$ cat src/rtl/float_matrix_row_to_fixed_pack_core_assert.svh
// Assertion macros for the float row to fixed pack core.
// Included by RTL files that carry concurrent checks.
`ifndef FLOAT_MATRIX_ROW_TO_FIXED_PACK_CORE_ASSERT_SVH
`define FLOAT_MATRIX_ROW_TO_FIXED_PACK_CORE_ASSERT_SVH

// Check a property on every edge outside reset.
`define FMR_ASSERT(lbl, clk, rst_n, prop, msg) \
    lbl: assert property (@(posedge clk) disable iff (!rst_n) prop) else $error(msg);

// Check a property on every edge, reset included.
`define FMR_ASSERT_ALWAYS(lbl, clk, prop, msg) \
    lbl: assert property (@(posedge clk) prop) else $error(msg);

`endif

$ cat src/rtl/fmr_pkg.sv
// Package for the float row to fixed pack core: widths, constants, stage types.
// No dependencies.
package fmr_pkg;

    localparam int unsigned ElemW     = 32;
    localparam int unsigned RowW      = 2;
    localparam int unsigned HalfW     = 16;
    localparam int unsigned NumElem   = 4;
    localparam int unsigned MantW     = 24;
    localparam int unsigned ProdW     = 2 * MantW;
    // Register stages in one conversion lane
    localparam int unsigned PipeDepth = 4;

    localparam logic [ElemW-1:0] ScaleReset = 32'h4780_0000;
    localparam logic [ElemW-1:0] FixMax     = 32'h7fff_ffff;
    localparam logic [ElemW-1:0] FixMin     = 32'h8000_0000;

    // Configuration register indexes
    localparam logic CfgLinear      = 1'b0;
    localparam logic CfgTranslation = 1'b1;

    // Special-case class of one product
    typedef enum logic [1:0] {
        t_cls_num  = 2'd0,
        t_cls_zero = 2'd1,
        t_cls_inf  = 2'd2,
        t_cls_nan  = 2'd3
    } t_cls;

    // Unpacked operand pair after stage one
    typedef struct packed {
        logic             sign;
        t_cls             cls;
        logic [9:0]       exp_sum;   // ea + eb, unbiased-adjust later
        logic [MantW-1:0] ma;
        logic [MantW-1:0] mb;
    } t_unp;

    // Product after stage two
    typedef struct packed {
        logic             sign;
        t_cls             cls;
        logic [9:0]       exp_sum;
        logic [ProdW-1:0] prod;
    } t_mul;

    // Normalised product after stage three, ready for rounding
    typedef struct packed {
        logic             sign;
        t_cls             cls;
        logic [11:0]      ie;        // signed exponent of the mantissa's leading bit
        logic [MantW-1:0] m;
        logic             g;
        logic             s;
    } t_nrm;

endpackage

$ cat src/rtl/fmr_conv_lane.sv
// One lane: float32 multiply, round to float32, truncate to signed 32-bit.
// Four register stages: unpack, multiply, normalise, round+convert. Uses fmr_pkg.
module fmr_conv_lane (
    input  logic                      i_clk,
    input  logic                      i_en,
    input  logic [fmr_pkg::ElemW-1:0] i_a,
    input  logic [fmr_pkg::ElemW-1:0] i_b,
    output logic [fmr_pkg::ElemW-1:0] o_fix
);

    localparam int unsigned ProdW_L = fmr_pkg::ProdW;

    fmr_pkg::t_unp r_unp, n_unp;
    fmr_pkg::t_mul r_mul, n_mul;
    fmr_pkg::t_nrm r_nrm, n_nrm;
    logic [fmr_pkg::ElemW-1:0] r_fix, n_fix;

    // Unpack both operands and classify
    always_comb begin
        logic [7:0] ea, eb;
        logic za, zb, ia, ib, na, nb;
        ea = i_a[30:23];
        eb = i_b[30:23];
        za = (ea == 8'd0) && (i_a[22:0] == 23'd0);
        zb = (eb == 8'd0) && (i_b[22:0] == 23'd0);
        ia = (ea == 8'hff) && (i_a[22:0] == 23'd0);
        ib = (eb == 8'hff) && (i_b[22:0] == 23'd0);
        na = (ea == 8'hff) && (i_a[22:0] != 23'd0);
        nb = (eb == 8'hff) && (i_b[22:0] != 23'd0);
        n_unp.sign = i_a[31] ^ i_b[31];
        if (na || nb || (ia && zb) || (ib && za)) begin
            n_unp.cls = fmr_pkg::t_cls_nan;
        end else if (ia || ib) begin
            n_unp.cls = fmr_pkg::t_cls_inf;
        end else if (za || zb) begin
            n_unp.cls = fmr_pkg::t_cls_zero;
        end else begin
            n_unp.cls = fmr_pkg::t_cls_num;
        end
        // Subnormals: exponent 1, no hidden bit
        n_unp.exp_sum = {2'b00, (ea == 8'd0) ? 8'd1 : ea}
                      + {2'b00, (eb == 8'd0) ? 8'd1 : eb};
        n_unp.ma = {(ea != 8'd0), i_a[22:0]};
        n_unp.mb = {(eb != 8'd0), i_b[22:0]};
    end

    // Multiply mantissas
    always_comb begin
        n_mul.sign    = r_unp.sign;
        n_mul.cls     = r_unp.cls;
        n_mul.exp_sum = r_unp.exp_sum;
        n_mul.prod    = r_unp.ma * r_unp.mb;
    end

    // Normalise the product; align a subnormal result to the minimum exponent.
    // Value = prod * 2^(exp_sum - 254 - 46).
    always_comb begin
        logic [5:0]  lz;
        logic        found;
        logic [ProdW_L-1:0] norm;
        logic signed [11:0] e;      // exponent of leading bit of rounded value
        logic signed [11:0] sh;     // extra right shift for subnormal result
        logic [ProdW_L:0]   shifted;
        logic        sticky;
        lz = 6'd0;
        found = 1'b0;
        for (int k = ProdW_L - 1; k >= 0; k--) begin
            if (!found && r_mul.prod[k]) begin
                found = 1'b1;
                lz = 6'(ProdW_L - 1 - k);
            end
        end
        norm = r_mul.prod << lz;
        // leading bit weight exponent (true, unbiased)
        e = $signed({2'b00, r_mul.exp_sum}) - 12'sd254 + 12'sd1 - $signed({6'd0, lz});
        // float32 min normal exponent -126
        sh = (e < -12'sd126) ? (-12'sd126 - e) : 12'sd0;
        if (sh > 12'sd30) begin
            shifted = '0;
            sticky  = |norm;
        end else begin
            shifted = {norm, 1'b0} >> sh[4:0];
            sticky  = |(norm & ((48'd1 << sh[4:0]) - 48'd1));
        end
        n_nrm.sign = r_mul.sign;
        n_nrm.cls  = r_mul.cls;
        n_nrm.m    = shifted[ProdW_L:ProdW_L-23];
        n_nrm.g    = shifted[ProdW_L-24];
        n_nrm.s    = sticky | (|shifted[ProdW_L-25:0]);
        n_nrm.ie   = (sh != 12'sd0) ? -12'sd126 : e;
    end

    // Round to float32 (nearest even), then truncate to a saturated integer
    always_comb begin
        logic [24:0] m;            // 24-bit mantissa + carry
        logic        rnd;
        logic [31:0] mag;
        logic signed [11:0] ie;
        rnd = r_nrm.g & (r_nrm.s | r_nrm.m[0]);
        m   = {1'b0, r_nrm.m} + {24'd0, rnd};
        ie  = $signed(r_nrm.ie);
        if (m[24]) begin
            m  = m >> 1;
            ie = ie + 12'sd1;
        end
        // m is 1.23 fixed at weight 2^ie; integer part = m >> (23 - ie)
        if (ie < 12'sd0) begin
            mag = 32'd0;
        end else if (ie > 12'sd23) begin
            mag = (ie > 12'sd31) ? 32'hffff_ffff : ({8'd0, m[23:0]} << (ie - 12'sd23));
        end else begin
            mag = {8'd0, m[23:0]} >> (12'sd23 - ie);
        end
        case (r_nrm.cls)
            fmr_pkg::t_cls_nan:  n_fix = '0;
            fmr_pkg::t_cls_zero: n_fix = '0;
            fmr_pkg::t_cls_inf:  n_fix = r_nrm.sign ? fmr_pkg::FixMin : fmr_pkg::FixMax;
            default: begin
                if (ie > 12'sd30) begin
                    n_fix = r_nrm.sign ? fmr_pkg::FixMin : fmr_pkg::FixMax;
                end else begin
                    n_fix = r_nrm.sign ? (32'd0 - mag) : mag;
                end
            end
        endcase
    end

    // Advance the lane stages when enabled
    always_ff @(posedge i_clk) begin
        if (i_en) begin
            r_unp <= n_unp;
            r_mul <= n_mul;
            r_nrm <= n_nrm;
            r_fix <= n_fix;
        end
    end

    assign o_fix = r_fix;

endmodule

$ cat config.mk
export PLATFORM = sky130hd
export DESIGN_NAME = fmr_conv_lane
export DESIGN_NICKNAME = d
export VERILOG_FILES = /design/src/rtl/float_matrix_row_to_fixed_pack_core_assert.svh /design/src/rtl/fmr_pkg.sv /design/src/rtl/fmr_conv_lane.sv
export SDC_FILE = /design/constraint.sdc
export NUM_CORES = 2
export LEC_CHECK = 0
export BUFFER_PORTS_ARGS = -buffer_cell sky130_fd_sc_hd__buf_2
export CORE_UTILIZATION = 31
export DETAILED_ROUTE_END_ITERATION = 6
export GPL_TIMING_DRIVEN = 1
export PLACE_DENSITY = 0.42
export SLEW_MARGIN = 25
export SYNTH_ARGS = -nofsm -noshare
export SYNTH_HDL_FRONTEND = slang
export SYNTH_SLANG_ARGS = --single-unit
$ cat constraint.sdc
create_clock -name i_clk -period 18.32 [get_ports i_clk]
set_input_delay 0.916 -clock i_clk [delete_from_list [all_inputs] [get_ports i_clk]]
set_output_delay 0.916 -clock i_clk [all_outputs]
set_load 0.02 [all_outputs]
==> results.sh <==
export IMPL_outcome="completed"
export IMPL_dpl_instance_area_mm2=0.04278
export IMPL_final_nets=5542
export IMPL_antenna_found_initial=2
export IMPL_synth_edf_count=193
export IMPL_synth_compound_area_share_pct=18.80
export IMPL_via_per_inst=5.682
export IMPL_design_core_area_mm2=0.1293
export IMPL_hold_path_class="flip-flop to flip-flop"
export IMPL_crit_slowest_cell="nor4_2"
export IMPL_io_pins=98
export IMPL_worstSetupEndpointType="flip-flop"
export IMPL_finalSetupViolations=0
export IMPL_ant_nets=0
export IMPL_synth_top_family_by_area="adder cells"
export IMPL_fmax_ghz=0.09902
export IMPL_drc=0
export IMPL_place_gp_congestion=0.9748
export IMPL_postCtsSetupBuffers=0
export IMPL_rsz0062_at_grt="no"
export IMPL_grt_pass1_wl_mm=240.5
export IMPL_synthXorXnorAreaFrac_pct=2.308
export IMPL_critical_path_max_fanout=33
export IMPL_overflow=0
export IMPL_required_ns=18.62
export IMPL_yosys_area_top_type="fa_1"
export IMPL_startpoint_type="flip-flop"
export IMPL_worstSkewPairLatency_ns=0.55
export IMPL_clockRootBuffer="clkbuf_16"
export IMPL_synth_mux_area_share_pct=4.076
export IMPL_crit_type="flip-flop to flip-flop"
export IMPL_grt_pass1_vias=37180
export IMPL_finalCriticalPeriod_ns=10.10
export IMPL_area_growth_pct=7.487
export IMPL_async_flop_share_pct=0
export IMPL_dieWidth_um=363.0
export IMPL_rows=132
export IMPL_crit_path_start="r_mul[46]"
export IMPL_syn_cell_area_mm2=0.04039
export IMPL_htreeDepth=4
export IMPL_dieArea_mm2=0.1318
export IMPL_synth_nets=5618
export IMPL_vias=37160
export IMPL_track_usage_pct=24.00
export IMPL_drv_cap=0
export IMPL_numCtsBuffers=17
export IMPL_yosys_area_share_adder_pct=30.46
export IMPL_final_cell_area_mm2=0.04342
export IMPL_worstHoldStart="n_mul[55]"
export IMPL_worst_pin_slew_ns=1.076
export IMPL_cts_tree="done"
export IMPL_synth_distinct_cells=121
export IMPL_finalCritPeriodShare_pct=55.13
export IMPL_yosysMostFrequentCell="nand2_1"
export IMPL_cts_sinks=193
export IMPL_reg2reg_from="r_mul[46]"
export IMPL_dp_hpwl_mm=124.9
export IMPL_maxSlewViolCount=0
export IMPL_critPathMaxStageDelay_ns=0.69
export IMPL_grt_max_degree=99
export IMPL_synth_top_cells_by_count="686 x nand2_1, 541 x inv_1, 484 x fa_1"
export IMPL_wl_mm=158.6
export IMPL_synth_top_area_share_pct=23.99
export IMPL_synth_area_leaders="fa_1 24%, edfxtp_1 14%, ha_1 6.5%"
export IMPL_yosys_most_used_dff="edfxtp_1"
export IMPL_finalSetupTns_ns=0
export IMPL_cts_hold_buf=0
export IMPL_fin_skew_ns=0.02402
export IMPL_dr_pass1_iters=7
export IMPL_post_drt_wl_per_cell_um=24.24
export IMPL_drive_above_1_share_pct=8.153
export IMPL_avgSynthCellArea_um2=8.313
export IMPL_synth_simple_area_share_pct=21.69
export IMPL_yosysWarnings=0
export IMPL_io_buffers=97
export IMPL_worst_endpoint_arrival_ns=10.40
export IMPL_cts_max_path_buffers=2
export IMPL_relSlewSlack_pct=26.38
export IMPL_clkTransAtPathRegs_ns=0.08
export IMPL_ys_seq_area_share_pct=14.35
export IMPL_start_util_pct=31.24
export IMPL_synthCells=4859
export IMPL_yosys_register_bits=193
export IMPL_hold_viol=0
export IMPL_drtIter0Drc=3468
export IMPL_ctsResizeCount=0
export IMPL_dieHeight_um=363.0
flip-flops by register name, indices dropped and copies added (netlist names):
signal	flops
r_nrm	41
r_unp	48
r_mul	57
o_fix	32
n_mul	12
n_nrm	3
per-layer routing:
| layer | vias to the layer above | track usage [%] | share of wire, % |
|---|---|---|---|
| li1 | 16870 | - | - |
| met1 | 18640 | 32.68 | 45 |
| met2 | 1395 | 38.45 | 46 |
| met3 | 259 | 3.037 | 5.8 |
| met4 | 2 | 9.647 | 4.0 |
| met5 | - | 0 | 0.0076 |
metrics by stage:
step	setup slack, ns	std cells	util [%]	hold slack [ns]
floorplan	9.655	4859	-	0.4003
global placement	8.273	6504	33.06	0.4049
detailed placement	8.195	6506	33.08	0.4045
CTS	8.196	6538	33.56	0.4165
global route	7.560	6538	33.57	0.4230
finish	8.221	6540	33.57	0.4170
final timing paths:
path	depth (start not counted)	end	slack, ns
max	29	r_nrm[0]	8.22
min	0	r_mul[55]	0.42
max reg2reg	29	r_nrm[0]	8.22
min reg2reg	0	r_mul[55]	0.42
logic make-up after synthesis:
group	count (synthesis)
XOR/XNOR	103
AO/OA/AOI/OAI	1069
flip-flops	193
AND/OR/NAND/NOR	1801
adder cells (fa/ha/maj)	693
multiplexers	140
buffers and inverters	860
cell type report:
| type | count | area (um^2) |
|---|---|---|
| flip-flops and latches | 193 | 5796 |
| repair buffers | 217 | 1406 |
| clock buffers | 17 | 425.4 |
| diodes | 2 | 5.005 |
| multi-input cells | 3806 | 31360 |
| clock inverters | 15 | 187.7 |
| well taps | 1742 | 2180 |
| inverters | 548 | 2058 |
| fillers | 13790 | 85900 |
placed cells by master, fill, tap and decap left out, types with 32 or more instances in the layout:
master and n:
o21ai_0 149, and2_1 237, a31oi_1 57, a21o_1 38, buf_4 118, nand3_1 116
xnor2_1 67, nor3_1 111, o211ai_1 49, o22ai_1 48, nor2_1 308, a21oi_1 205
nand2_1 685, mux2i_1 108, fa_1 484, inv_1 541, edfxtp_1 193, and3_1 38
a211oi_1 74, or3_1 35, o31ai_1 32, nor4_1 41, a22oi_1 43, nand4_1 53
ha_1 209, buf_2 96
critical path: cells and delay by family, from the launching register on:
family	cells	cell delay, ns
buffers and inverters	3	0.95
DFF	1	0.43
and+or+nand+nor	11	4.01
AOI/OAI and AO/OA	12	3.01
adders and majority gates	3	1.41
Power is not shown: default switching activity piles up to over one toggle a cycle in this logic, so the estimate is an artifact.
